<file path="src/design/frequency_presence_monitor_top_assert.svh">
// Assertion macros for the frequency presence monitor.
`ifndef FREQUENCY_PRESENCE_MONITOR_TOP_ASSERT_SVH
`define FREQUENCY_PRESENCE_MONITOR_TOP_ASSERT_SVH

// Same-cycle implication, quiet during reset.
`define FPM_ASSERT_NOW(label, ante, cons) \
  label: assert property (@(posedge clk) disable iff (rst) (ante) |-> (cons)) \
    else $error("frequency presence monitor check failed");

// Next-cycle implication, quiet during reset.
`define FPM_ASSERT_NEXT(label, ante, cons) \
  label: assert property (@(posedge clk) disable iff (rst) (ante) |=> (cons)) \
    else $error("frequency presence monitor check failed");

`endif

</file>
<file path="src/design/fpm_pkg.sv">
`timescale 1ns / 1ps

package fpm_pkg;

  localparam int FREQ_BITS        = 24;
  localparam int LIMIT_BITS       = 16;
  localparam int CV_BITS          = 16;
  localparam int TIME_BITS        = 32;
  localparam int COUNTER_BITS_DEF = 16;
  localparam int ADDR_BITS        = 5;
  localparam int DATA_BITS        = 32;

  localparam logic [LIMIT_BITS-1:0] BAD_MAX = 16'hFFFF;

  localparam logic [FREQ_BITS-1:0]  TARGET_RST   = 24'd100;
  localparam logic [FREQ_BITS-1:0]  TOL_RST      = 24'd5;
  localparam logic [FREQ_BITS-1:0]  TIMER_RST    = 24'd100000;
  localparam logic [LIMIT_BITS-1:0] TIMEOUT_RST  = 16'd100;
  localparam logic [LIMIT_BITS-1:0] LIMIT_RST    = 16'd100;
  localparam logic [LIMIT_BITS-1:0] INTERVAL_RST = 16'd1000;

  typedef enum logic [2:0] {
    REG_TARGET   = 3'd0,
    REG_TOL      = 3'd1,
    REG_TIMER    = 3'd2,
    REG_TIMEOUT  = 3'd3,
    REG_LIMIT    = 3'd4,
    REG_INTERVAL = 3'd5
  } reg_idx_t;

  typedef enum logic {
    OP_CAPTURE  = 1'b0,
    OP_EVALUATE = 1'b1
  } op_t;

  typedef enum logic [2:0] {
    ST_IDLE,
    ST_DIV,
    ST_EV_WIN,
    ST_EV_CNT,
    ST_EV_DEC,
    ST_FINISH
  } state_t;

  typedef struct packed {
    logic                 op;
    logic [CV_BITS-1:0]   counter_value;
    logic [TIME_BITS-1:0] now_ms;
  } evt_t;

  typedef struct packed {
    logic [FREQ_BITS-1:0]  measured_freq_hz;
    logic                  timed_out;
    logic [LIMIT_BITS-1:0] bad_count;
    logic                  sleep_request;
    logic [CV_BITS-1:0]    next_compare;
  } res_t;

  typedef struct packed {
    logic busy;
    logic done;
  } div_stat_t;

endpackage

</file>
<file path="src/design/fpm_div.sv">
`timescale 1ns / 1ps

// Restoring divider, one quotient bit per cycle, dividend shifted in MSB first.
module fpm_div #(
  parameter int COUNTER_BITS = fpm_pkg::COUNTER_BITS_DEF
) (
  input  logic                           clk,
  input  logic                           rst,
  input  logic                           start,
  input  logic [fpm_pkg::FREQ_BITS-1:0]  dividend,
  input  logic [COUNTER_BITS-1:0]        divisor,
  output logic [fpm_pkg::FREQ_BITS-1:0]  quotient,
  output fpm_pkg::div_stat_t             stat
);

  localparam int STEP_BITS = $clog2(fpm_pkg::FREQ_BITS);
  localparam logic [STEP_BITS-1:0] LAST_STEP = STEP_BITS'(fpm_pkg::FREQ_BITS - 1);

  logic                          busy;
  logic                          done;
  logic [STEP_BITS-1:0]          step;
  logic [fpm_pkg::FREQ_BITS-1:0] dvd;
  logic [COUNTER_BITS-1:0]       rem;
  logic [COUNTER_BITS-1:0]       dsr;
  logic [COUNTER_BITS:0]         sh;
  logic [COUNTER_BITS+1:0]       trial;
  logic                          borrow;

  assign sh     = {rem, dvd[fpm_pkg::FREQ_BITS-1]};
  assign trial  = {1'b0, sh} - {2'b00, dsr};
  assign borrow = trial[COUNTER_BITS+1];

  always_ff @(posedge clk) begin
    if (rst) begin
      busy <= 1'b0;
      done <= 1'b0;
      step <= '0;
    end else begin
      done <= busy && (step == LAST_STEP);
      if (start) begin
        busy <= 1'b1;
        step <= '0;
      end else if (busy) begin
        step <= step + 1'b1;
        if (step == LAST_STEP) begin
          busy <= 1'b0;
        end
      end
    end
  end

  always_ff @(posedge clk) begin
    if (start) begin
      dvd <= dividend;
      rem <= '0;
      dsr <= divisor;
    end else if (busy) begin
      // shift quotient bit in as the dividend bit leaves
      dvd <= {dvd[fpm_pkg::FREQ_BITS-2:0], ~borrow};
      rem <= borrow ? sh[COUNTER_BITS-1:0] : trial[COUNTER_BITS-1:0];
    end
  end

  assign quotient  = dvd;
  assign stat.busy = busy;
  assign stat.done = done;

endmodule

</file>
<file path="src/design/frequency_presence_monitor_top.sv">
`timescale 1ns / 1ps
// Frequency presence monitor. Each beat on the evt channel is either a capture
// (op=0, counter latched at a signal edge) or an evaluation (op=1, current
// counter and millisecond time), and each produces exactly one result beat.
// A capture that yields a nonzero period runs a bit-serial restoring divide of
// timer_clock_hz by the period, one quotient bit per cycle, and the quotient
// is then loaded into the output register. A first capture, a capture with
// zero period, and any item after sleep go straight to the output load; an
// evaluation steps through window, count, decision and load. The input side
// takes one item at a time; the result sits in an output register, so the
// next item is accepted while the previous result waits.
// Registers sit on an APB-style port at byte address 4*index, pready tied high;
// write them only while the block is idle.

`include "frequency_presence_monitor_top_assert.svh"

module frequency_presence_monitor_top #(
  parameter int COUNTER_BITS = fpm_pkg::COUNTER_BITS_DEF
) (
  input  logic                          clk,
  input  logic                          rst,
  input  logic                          evt_valid,
  output logic                          evt_stall,
  input  fpm_pkg::evt_t                 evt,
  output logic                          res_valid,
  input  logic                          res_stall,
  output fpm_pkg::res_t                 res,
  input  logic                          psel,
  input  logic                          penable,
  input  logic                          pwrite,
  input  logic [fpm_pkg::ADDR_BITS-1:0] paddr,
  input  logic [fpm_pkg::DATA_BITS-1:0] pwdata,
  output logic [fpm_pkg::DATA_BITS-1:0] prdata,
  output logic                          pready
);

  localparam int FB = fpm_pkg::FREQ_BITS;
  localparam int LB = fpm_pkg::LIMIT_BITS;
  localparam int CB = fpm_pkg::CV_BITS;
  localparam int TB = fpm_pkg::TIME_BITS;

  // Counter values narrower than the field keep only their low COUNTER_BITS.
  localparam logic [CB-1:0] CV_MASK = (COUNTER_BITS >= CB) ? {CB{1'b1}}
                                    : CB'((33'd1 << COUNTER_BITS) - 33'd1);
  localparam logic [CB:0]   CMP_MASK = (COUNTER_BITS > CB) ? {(CB+1){1'b1}}
                                     : (CB+1)'((33'd1 << COUNTER_BITS) - 33'd1);

  // ---------------------------------------------------------------- config
  logic [FB-1:0] freq_center;
  logic [FB-1:0] freq_margin;
  logic [FB-1:0] timer_clock_hz;
  logic [LB-1:0] edge_timeout;
  logic [LB-1:0] bad_limit;
  logic [LB-1:0] eval_interval_counts;

  fpm_pkg::reg_idx_t reg_idx;
  logic              cfg_wr;

  assign pready  = 1'b1;
  assign reg_idx = fpm_pkg::reg_idx_t'(paddr[fpm_pkg::ADDR_BITS-1:2]);
  assign cfg_wr  = psel && penable && pwrite && pready;

  always_ff @(posedge clk) begin
    if (rst) begin
      freq_center          <= fpm_pkg::TARGET_RST;
      freq_margin          <= fpm_pkg::TOL_RST;
      timer_clock_hz       <= fpm_pkg::TIMER_RST;
      edge_timeout         <= fpm_pkg::TIMEOUT_RST;
      bad_limit            <= fpm_pkg::LIMIT_RST;
      eval_interval_counts <= fpm_pkg::INTERVAL_RST;
    end else if (cfg_wr) begin
      case (reg_idx)
        fpm_pkg::REG_TARGET:   freq_center          <= pwdata[FB-1:0];
        fpm_pkg::REG_TOL:      freq_margin          <= pwdata[FB-1:0];
        fpm_pkg::REG_TIMER:    timer_clock_hz       <= pwdata[FB-1:0];
        fpm_pkg::REG_TIMEOUT:  edge_timeout         <= pwdata[LB-1:0];
        fpm_pkg::REG_LIMIT:    bad_limit            <= pwdata[LB-1:0];
        fpm_pkg::REG_INTERVAL: eval_interval_counts <= pwdata[LB-1:0];
        default: ;  // unmapped addresses drop the write
      endcase
    end
  end

  always_comb begin
    case (reg_idx)
      fpm_pkg::REG_TARGET:   prdata = 32'(freq_center);
      fpm_pkg::REG_TOL:      prdata = 32'(freq_margin);
      fpm_pkg::REG_TIMER:    prdata = 32'(timer_clock_hz);
      fpm_pkg::REG_TIMEOUT:  prdata = 32'(edge_timeout);
      fpm_pkg::REG_LIMIT:    prdata = 32'(bad_limit);
      fpm_pkg::REG_INTERVAL: prdata = 32'(eval_interval_counts);
      default:               prdata = '0;
    endcase
  end

  // ---------------------------------------------------------------- state
  fpm_pkg::state_t state;
  fpm_pkg::state_t state_next;

  logic          first_seen;
  logic [CB-1:0] prev_capture;
  logic [TB-1:0] last_edge_ms;
  logic [FB-1:0] freq_value;
  logic [LB-1:0] bad_counter;
  logic          halted;
  logic [CB-1:0] compare_value;

  // working copies of the evaluation item
  logic [CB-1:0] cv_hold;
  logic [TB-1:0] now_hold;
  logic          lost;
  logic [FB-1:0] win_lo;
  logic [FB:0]   win_hi;

  logic          evt_take;
  logic          res_take;
  logic [CB-1:0] cv_in;
  logic [32:0]   diff_full;
  logic [COUNTER_BITS-1:0] period;
  logic          period_zero;
  logic          div_start;
  logic          res_load;

  logic [FB-1:0]       div_q;
  fpm_pkg::div_stat_t  div_stat;

  logic [TB-1:0] elapsed;
  logic          lost_now;
  logic          good;
  logic [CB:0]   cmp_sum;
  logic [CB:0]   cmp_wrap;

  assign evt_stall = (state != fpm_pkg::ST_IDLE);
  assign evt_take  = evt_valid && !evt_stall;
  assign res_take  = res_valid && !res_stall;

  assign cv_in       = evt.counter_value & CV_MASK;
  assign diff_full   = {17'b0, cv_in} - {17'b0, prev_capture};
  assign period      = diff_full[COUNTER_BITS-1:0];
  assign period_zero = (period == '0);

  assign elapsed  = now_hold - last_edge_ms;
  assign lost_now = !first_seen || (elapsed > TB'(edge_timeout));
  assign good     = !lost && (freq_value >= win_lo) && ({1'b0, freq_value} <= win_hi);
  assign cmp_sum  = {1'b0, cv_hold} + {1'b0, eval_interval_counts};
  assign cmp_wrap = cmp_sum & CMP_MASK;

  fpm_div #(
    .COUNTER_BITS (COUNTER_BITS)
  ) u_div (
    .clk      (clk),
    .rst      (rst),
    .start    (div_start),
    .dividend (timer_clock_hz),
    .divisor  (period),
    .quotient (div_q),
    .stat     (div_stat)
  );

  always_comb begin
    state_next = state;
    div_start  = 1'b0;
    res_load   = 1'b0;
    case (state)
      fpm_pkg::ST_IDLE: begin
        if (evt_take) begin
          if (halted) begin
            state_next = fpm_pkg::ST_FINISH;
          end else if (evt.op == fpm_pkg::OP_EVALUATE) begin
            state_next = fpm_pkg::ST_EV_WIN;
          end else if (first_seen && !period_zero) begin
            div_start  = 1'b1;
            state_next = fpm_pkg::ST_DIV;
          end else begin
            state_next = fpm_pkg::ST_FINISH;
          end
        end
      end
      fpm_pkg::ST_DIV: begin
        if (div_stat.done) begin
          state_next = fpm_pkg::ST_FINISH;
        end
      end
      fpm_pkg::ST_EV_WIN: state_next = fpm_pkg::ST_EV_CNT;
      fpm_pkg::ST_EV_CNT: state_next = fpm_pkg::ST_EV_DEC;
      fpm_pkg::ST_EV_DEC: state_next = fpm_pkg::ST_FINISH;
      fpm_pkg::ST_FINISH: begin
        // hold until the output register is free or is being taken
        if (!res_valid || !res_stall) begin
          res_load   = 1'b1;
          state_next = fpm_pkg::ST_IDLE;
        end
      end
      default: state_next = fpm_pkg::ST_IDLE;
    endcase
  end

  always_ff @(posedge clk) begin
    if (rst) begin
      state <= fpm_pkg::ST_IDLE;
    end else begin
      state <= state_next;
    end
  end

  // monitor state, cleared by reset
  always_ff @(posedge clk) begin
    if (rst) begin
      first_seen    <= 1'b0;
      prev_capture  <= '0;
      last_edge_ms  <= '0;
      freq_value    <= '0;
      bad_counter   <= '0;
      halted        <= 1'b0;
      compare_value <= '0;
    end else begin
      case (state)
        fpm_pkg::ST_IDLE: begin
          if (evt_take && !halted && evt.op == fpm_pkg::OP_CAPTURE) begin
            last_edge_ms <= evt.now_ms;
            prev_capture <= cv_in;
            if (!first_seen) begin
              first_seen <= 1'b1;
            end else if (period_zero) begin
              // re-arm: this capture becomes the new reference
              first_seen <= 1'b0;
              freq_value <= '0;
            end
          end
        end
        fpm_pkg::ST_DIV: begin
          if (div_stat.done) begin
            freq_value <= div_q;
          end
        end
        fpm_pkg::ST_EV_WIN: begin
          if (lost_now) begin
            freq_value <= '0;
            first_seen <= 1'b0;
          end
        end
        fpm_pkg::ST_EV_CNT: begin
          if (good) begin
            bad_counter <= '0;
          end else if (bad_counter != fpm_pkg::BAD_MAX) begin
            bad_counter <= bad_counter + 1'b1;
          end
        end
        fpm_pkg::ST_EV_DEC: begin
          if (bad_counter >= bad_limit) begin
            halted <= 1'b1;
          end else begin
            compare_value <= cmp_wrap[CB-1:0];
          end
        end
        default: ;
      endcase
    end
  end

  // per-item working registers
  always_ff @(posedge clk) begin
    if (evt_take) begin
      cv_hold  <= cv_in;
      now_hold <= evt.now_ms;
      lost     <= 1'b0;
    end else if (state == fpm_pkg::ST_EV_WIN) begin
      lost   <= lost_now;
      win_lo <= (freq_margin > freq_center) ? '0
              : freq_center - freq_margin;
      win_hi <= {1'b0, freq_center} + {1'b0, freq_margin};
    end
  end

  // ---------------------------------------------------------------- output
  always_ff @(posedge clk) begin
    if (rst) begin
      res_valid <= 1'b0;
    end else if (res_load) begin
      res_valid <= 1'b1;
    end else if (res_take) begin
      res_valid <= 1'b0;
    end
  end

  always_ff @(posedge clk) begin
    if (res_load) begin
      res.measured_freq_hz <= freq_value;
      res.timed_out        <= lost;
      res.bad_count        <= bad_counter;
      res.sleep_request    <= halted;
      res.next_compare     <= compare_value;
    end
  end

  // ---------------------------------------------------------------- checks
  `FPM_ASSERT_NEXT(a_halt_sticky, halted, halted)
  `FPM_ASSERT_NOW(a_div_only_in_div, div_stat.busy, state == fpm_pkg::ST_DIV)
  `FPM_ASSERT_NOW(a_timeout_zero_freq, res_valid && res.timed_out, res.measured_freq_hz == '0)

endmodule
</file>
<file path="config.mk">
export PLATFORM = sky130hd
export DESIGN_NAME = frequency_presence_monitor_top
export DESIGN_NICKNAME = d
export VERILOG_FILES = /design/src/design/fpm_pkg.sv /design/src/design/fpm_div.sv /design/src/design/frequency_presence_monitor_top.sv
export VERILOG_INCLUDE_DIRS = /design/src /design/src/design
export SDC_FILE = /design/constraint.sdc
export NUM_CORES = 1
export LEC_CHECK = 0
export BUFFER_PORTS_ARGS = -buffer_cell sky130_fd_sc_hd__buf_2
export CAP_MARGIN = 40
export CORE_ASPECT_RATIO = 1.25
export CORE_MARGIN = 2
export CORE_UTILIZATION = 30
export CTS_CLUSTER_SIZE = 40
export DETAILED_ROUTE_END_ITERATION = 10
export PLACE_DENSITY = 0.43
export SYNTH_ARGS = -nofsm -noshare
export SYNTH_HDL_FRONTEND = slang
export SYNTH_HIERARCHICAL = 1
export SYNTH_SLANG_ARGS = --single-unit
</file>
<file path="constraint.sdc">
create_clock -name clk -period 7.1 [get_ports clk]
set_input_delay 0 -clock clk [delete_from_list [all_inputs] [get_ports clk]]
set_output_delay 0 -clock clk [all_outputs]
set_load 0.01 [all_outputs]
</file>
* Word-level counts from Yosys, hierarchy flattened
Index checks and enable logic that the tools add are counted.
** Word-level totals
- Register bits after elaboration :: 449
- Input bits :: 93
- Word-level logic and storage cells :: 146
** Cells by class
- Add/subtract/negate cells :: 8
- Order comparisons :: 5
- Equality and inequality tests :: 19
- Mux-type cells :: 36
- Bitwise gates (word level) :: 4
- Reductions and logical operators :: 43
** Operator list (count)
- 24-bit two-way mux :: 7
- 24-bit case mux with 6 select lines :: 1
- 24-bit case mux with 3 select lines :: 1
- 16-bit two-way mux :: 3
- 32-bit by 16-bit greater-than comparator with 1-bit output :: 1
- 32-bit subtractor :: 1
- 24-bit by 24-bit adder with 25-bit output :: 1
- 24-bit by 25-bit <= comparator with 1-bit output :: 1
- 24-bit >= comparator :: 1
- 24-bit greater-than comparator :: 1
- 24-bit subtractor :: 1
- 2-bit AND reduction :: 11
- 3-bit two-way mux :: 6
- 3-bit case mux with 6 select lines :: 1
- 17-bit by 16-bit subtractor with 18-bit output :: 1
- 16-bit by 1-bit adder with 16-bit output, second input constant :: 1
- 16-bit adder :: 1
- 16-bit >= comparator :: 1
- 16-bit logical NOT :: 1
- 1-bit two-way mux :: 16
- 16-bit != test, second input constant :: 1
- 16-bit subtractor :: 1
- 3-bit by 2-bit == test with 1-bit output, second input constant :: 4
- 3-bit == test, second input constant :: 4
- other kinds (16) :: 47

* Depth between registers and ports, before layout
- Word-level depth :: 10
- Depth in mapped cells :: 23

* Hierarchy
The synthesis kept the hierarchy.
** By module, submodules not included
- frequency_presence_monitor_top :: times used 1, cells each 2396, area each 21406.8 um2
- fpm_div :: times used 1, cells each 309, area each 3405.8 um2

* Least setup slack after synthesis
OpenSTA, ideal clock, no wires.
- Kind :: register -> register
- Start :: register prev_capture[1]
- End :: register u_div.dvd (netlist bit u_div/quotient[10]), data pin
- Library setup time :: 260 ps
- Data arrival time :: 4315 ps
- Data required time :: 6840 ps
- Setup slack :: 2525 ps
- Stages on the path, launching flop included :: 15
- Buffers on the path :: 2
- Period minus slack after synthesis :: 4575 ps
- Path through :: dfxtp_1 inv_1 ha_1 nor2b_1 o31a_1 nor4_1 o21ai_1 a221o_1 o31a_1 xnor2_1 nand4bb_1 nor2b_1 buf_1 buf_1 mux2_2
** Between the ends
- Cells in the longest elaborated chain, start to end :: 10
** RTL lines
- start: declaration :: RTL line frequency_presence_monitor_top.sv:101 : logic [CB-1:0] prev_capture;
- start signal: assignment :: RTL line frequency_presence_monitor_top.sv:221 : prev_capture <= cv_in;
- 16-bit subtractor :: RTL line frequency_presence_monitor_top.sv:138 : assign diff_full = {17'b0, cv_in} - {17'b0, prev_capture};
- 16-bit logical NOT :: RTL line frequency_presence_monitor_top.sv:140 : assign period_zero = (period == '0);
- 1-bit logical NOT :: RTL line frequency_presence_monitor_top.sv:171 : end else if (first_seen && !period_zero) begin
- 1-bit logical AND :: RTL line frequency_presence_monitor_top.sv:171
- 1-bit two-way mux :: RTL line frequency_presence_monitor_top.sv:171
- 1-bit two-way mux :: RTL line frequency_presence_monitor_top.sv:169 : end else if (evt.op == fpm_pkg::OP_EVALUATE) begin
- 1-bit two-way mux :: RTL line frequency_presence_monitor_top.sv:167 : if (halted) begin
- 1-bit two-way mux :: RTL line frequency_presence_monitor_top.sv:166 : if (evt_take) begin
- 1-bit two-way mux :: RTL line frequency_presence_monitor_top.sv:164 : case (state)
- via div_start :: RTL line frequency_presence_monitor_top.sv:121 : logic div_start;
- 24-bit two-way mux :: RTL line fpm_div.sv:53 : if (start) begin
- end signal: assignment :: RTL line fpm_div.sv:54 : dvd <= dividend;
- end signal: assignment :: RTL line fpm_div.sv:59 : dvd <= {dvd[fpm_pkg::FREQ_BITS-2:0], ~borrow};
- end: declaration :: RTL line fpm_div.sv:22 : logic [fpm_pkg::FREQ_BITS-1:0] dvd;
The timed path passes the listed nets, and every way through them passes these cells.
A chain may end at the register's enable or synchronous reset.

* Worst setup path in the final report
- Start :: register now_hold[0]
- End :: register freq_value[16]
** Between the ends
- Cells in the longest elaborated chain, start to end :: 5
** RTL lines
- start: declaration :: RTL line frequency_presence_monitor_top.sv:110 : logic [TB-1:0] now_hold;
- start signal: assignment :: RTL line frequency_presence_monitor_top.sv:265 : now_hold <= evt.now_ms;
- 32-bit subtractor :: RTL line frequency_presence_monitor_top.sv:142 : assign elapsed = now_hold - last_edge_ms;
- 32-bit by 16-bit greater-than comparator with 1-bit output :: RTL line frequency_presence_monitor_top.sv:143 : assign lost_now = !first_seen || (elapsed > TB'(edge_timeout));
- 1-bit logical OR :: RTL line frequency_presence_monitor_top.sv:143
- 2-bit != test (no source line)
- 6-bit AND reduction (no source line)
- end signal: assignment :: RTL line frequency_presence_monitor_top.sv:233 : freq_value <= div_q;
- end: declaration :: RTL line frequency_presence_monitor_top.sv:103 : logic [FB-1:0] freq_value;
No other way between the ends.

==> results.txt <==
----------------------------------------------------
[Route]
  Number of remaining DRC errors ... 0
  Total length of routed met3 wires ... 3.20 mm
  Routed metal-1 wire length ... 33.3 mm
  Pre-Repair DR Iteration Count ... 5
  Total detailed-routing wirelength ... 77.7 mm
  Detailed route wirelength on metal2 ... 39.1 mm
  Overall via count from detail_route ... 20.1k
  Uppermost routed layer ... met4
  Wire per inst ... 19.3 µm
  DR iter-0 viols ... 1077
  Post-route ant nets ... 0
  Detail-routed via count per cell ... 4.99

[Synthesis]
  Count of mapped cells out of synthesis ... 2704
  Yosys warns ... 6
  Netlist area before placement ... 24800 µm²
  Syn Area/Cell ... 9.17 µm²

[Run]
  Number of maximum-capacitance constraint violations ... 0

[Worst setup path]
  Kind of critical path ... flip-flop to flip-flop
  Arrival time reported for the critical path endpoint ... 6.10 ns
  Setup crit end kind ... flip-flop
  Beginning of the worst register-to-register path ... now_hold[0]
  Type of element launching the critical path ... flip-flop
  Worst setup path startpoint ... now_hold[0]
  Critical path data required time ... 7.65 ns
  Largest driver fanout on the critical path ... 24

[Power and ir drop]
  Total leakage power ... 0.0117 µW
  IR Drop Worst-Case VDD ... 0.000199 V
  Total power divided by cell area ... 247 nW/µm²
  Total power of the final layout ... 7270 µW

[Die]
  Area of the core ... 81700 µm²
  Number of rows in the core area ... 117
  Die outline height ... 325 µm
  Total die area ... 85000 µm²
  I/O pins ... 186
  Die Wd ... 261 µm
  Starting density of the core ... 30.4%

[Clocking]
  Clock slew at reported path FFs ... 0.06 ns
  Buffer type at the clock tree root ... sky130_fd_sc_hd__clkbuf_16
  Clock latency at the later pin of the worst-skew pair ... 0.62 ns
  CTS tree ... yes
  TritonCTS buffer count ... 52
  Hold-fix buffers, CTS ... 77
  Clock Path Buffers ... 3
  Maximum level of the CTS H-tree ... 2
  # resized after CTS ... 0
  Clock sinks ... 449
  Number of buffers added for setup after CTS ... 0

[Placement]
  RD Place Congestion ... 0.842
  Worst-case setup slack after placement ... 1.65 ns
  HPWL after detailed placement ... 59.4 mm
  Count of buffers inserted at the top-level ports ... 166

[Timing]
  Max-Slew Margin vs Limit ... 35.7%
  Final critical-path required period ... 5.55 ns
  Ratio of final minimum period to clock period ... 78.1%
  Setup slack of the critical path after layout ... 1.55 ns
  Unrepaired setup endpoints after global routing ... no
  Slew at the pin closest to its max-slew limit ... 0.952 ns
  Highest Clock Rate ... 180 MHz
  Total count of max-transition violations in the final report ... 0
  Final setup fails ... 0
  Final setup TNS ... 0 ns
  Endpoints failing hold ... 0
  Tightest hold margin ... 0.125 ns
  Fin Clk Skew ... 0.0264 ns

[Hold path]
  Start point of the worst hold path ... evt[23]
  Worst min-delay path class ... input pin to flip-flop

[Layout]
  Number of nets in the finished design ... 3221
  P&R area growth vs syn ... 18.7%
  Filler cell count in the final layout ... 8327
  Most frequent standard cell in the layout excluding fill and tap cells ... sky130_fd_sc_hd__nand2_1
  Leading cell types in the layout, fill and taps excluded ... 419 x sky130_fd_sc_hd__nand2_1, 283 x sky130_fd_sc_hd__a21oi_1, 254 x sky130_fd_sc_hd__dfxtp_1
  Layout cell share with drive strength beyond 1 ... 12.1%
  Share of the core filled with cells ... 36.0%

[Global route]
  GRT overflow ... 0
  Number of global-route vias before repair ... 20.0k
  Pin count of the biggest net entering global routing ... 75
  Tot GR Track Use ... 18.1%
  Initial antenna violation count ... 0
  First-pass GRT wire length ... 119 mm

[Run status]
  Outcome ... finished clean

----------------------------------------------------
final cells by class:
type / count / area (µm²) / share of cell area [%]
Multi-Input combinational cell: 1906 / 12500 / 42.5
Sequential cell: 449 / 10900 / 37.2
Timing Repair Buffer: 272 / 1960 / 6.67
Clock buffer: 64 / 1450 / 4.93
Tap cell: 1071 / 1340 / 4.55
Inverter: 234 / 878 / 2.98
Clock inverter: 33 / 359 / 1.22
Antenna cell: 2 / 5.00 / 0.0170
sequential cells by signal (all words and copies together), names as in the netlist, 24 cells and up:
register        cells
res                58
freq_margin        24
now_hold           32
u_div/quotient     24
last_edge_ms       32
freq_center        24
freq_value         24
win_lo             24
win_hi             25
timer_clock_hz     24
power by group:
group / internal [µW] / switching [µW] / total (µW)
clock: 1710 / 1140 / 2850
sequential: 2870 / 105 / 2970
combinational: 576 / 875 / 1450
critical path: stages, from the launching register on:
cell,delay (ns)
sky130_fd_sc_hd__edfxtp_1,0.32
sky130_fd_sc_hd__inv_1,0.04
sky130_fd_sc_hd__ha_1,0.19
sky130_fd_sc_hd__fa_1,0.41
sky130_fd_sc_hd__nand2b_1,0.18
sky130_fd_sc_hd__a21oi_1,0.30
sky130_fd_sc_hd__nor2_1,0.12
sky130_fd_sc_hd__o31ai_1,0.39
sky130_fd_sc_hd__a21o_1,0.17
sky130_fd_sc_hd__a21oi_1,0.07
sky130_fd_sc_hd__xnor2_1,0.14
sky130_fd_sc_hd__ha_1,0.32
sky130_fd_sc_hd__nand4_1,0.10
sky130_fd_sc_hd__nor4_1,0.45
sky130_fd_sc_hd__nand3_1,0.15
sky130_fd_sc_hd__a21oi_1,0.21
sky130_fd_sc_hd__o21ai_0,0.12
sky130_fd_sc_hd__or4_4,0.43
sky130_fd_sc_hd__nor3_2,0.14
sky130_fd_sc_hd__nand4_2,0.28
sky130_fd_sc_hd__a21oi_4,0.73
sky130_fd_sc_hd__a32o_1,0.21
final timing paths:
kind | endpoint | slack [ns] | depth (start not counted)
min | now_hold[23] | 0.13 | 2
min reg2reg | res[1] | 0.44 | 0
max reg2reg | freq_value[16] | 1.55 | 21
max | freq_value[16] | 1.55 | 21
per-layer routing:
metal | vias to the layer above | track usage (%)
met2 | 441 | 32.6
met3 | 102 | 2.21
met4 | 0 | 5.15
li1 | 9977 | -
met5 | - | 0
met1 | 9603 | 22.5
per-stage QoR:
stage          cells  instance area, µm²
2_1_floorplan   2711               24800
3_3_place_gp    3844               26600
3_5_place_dp    3855               26900
4_1_cts         4029               29400
5_1_grt         4029               29400
6_report        4031               29400
Power figures use the tool's default switching activity.
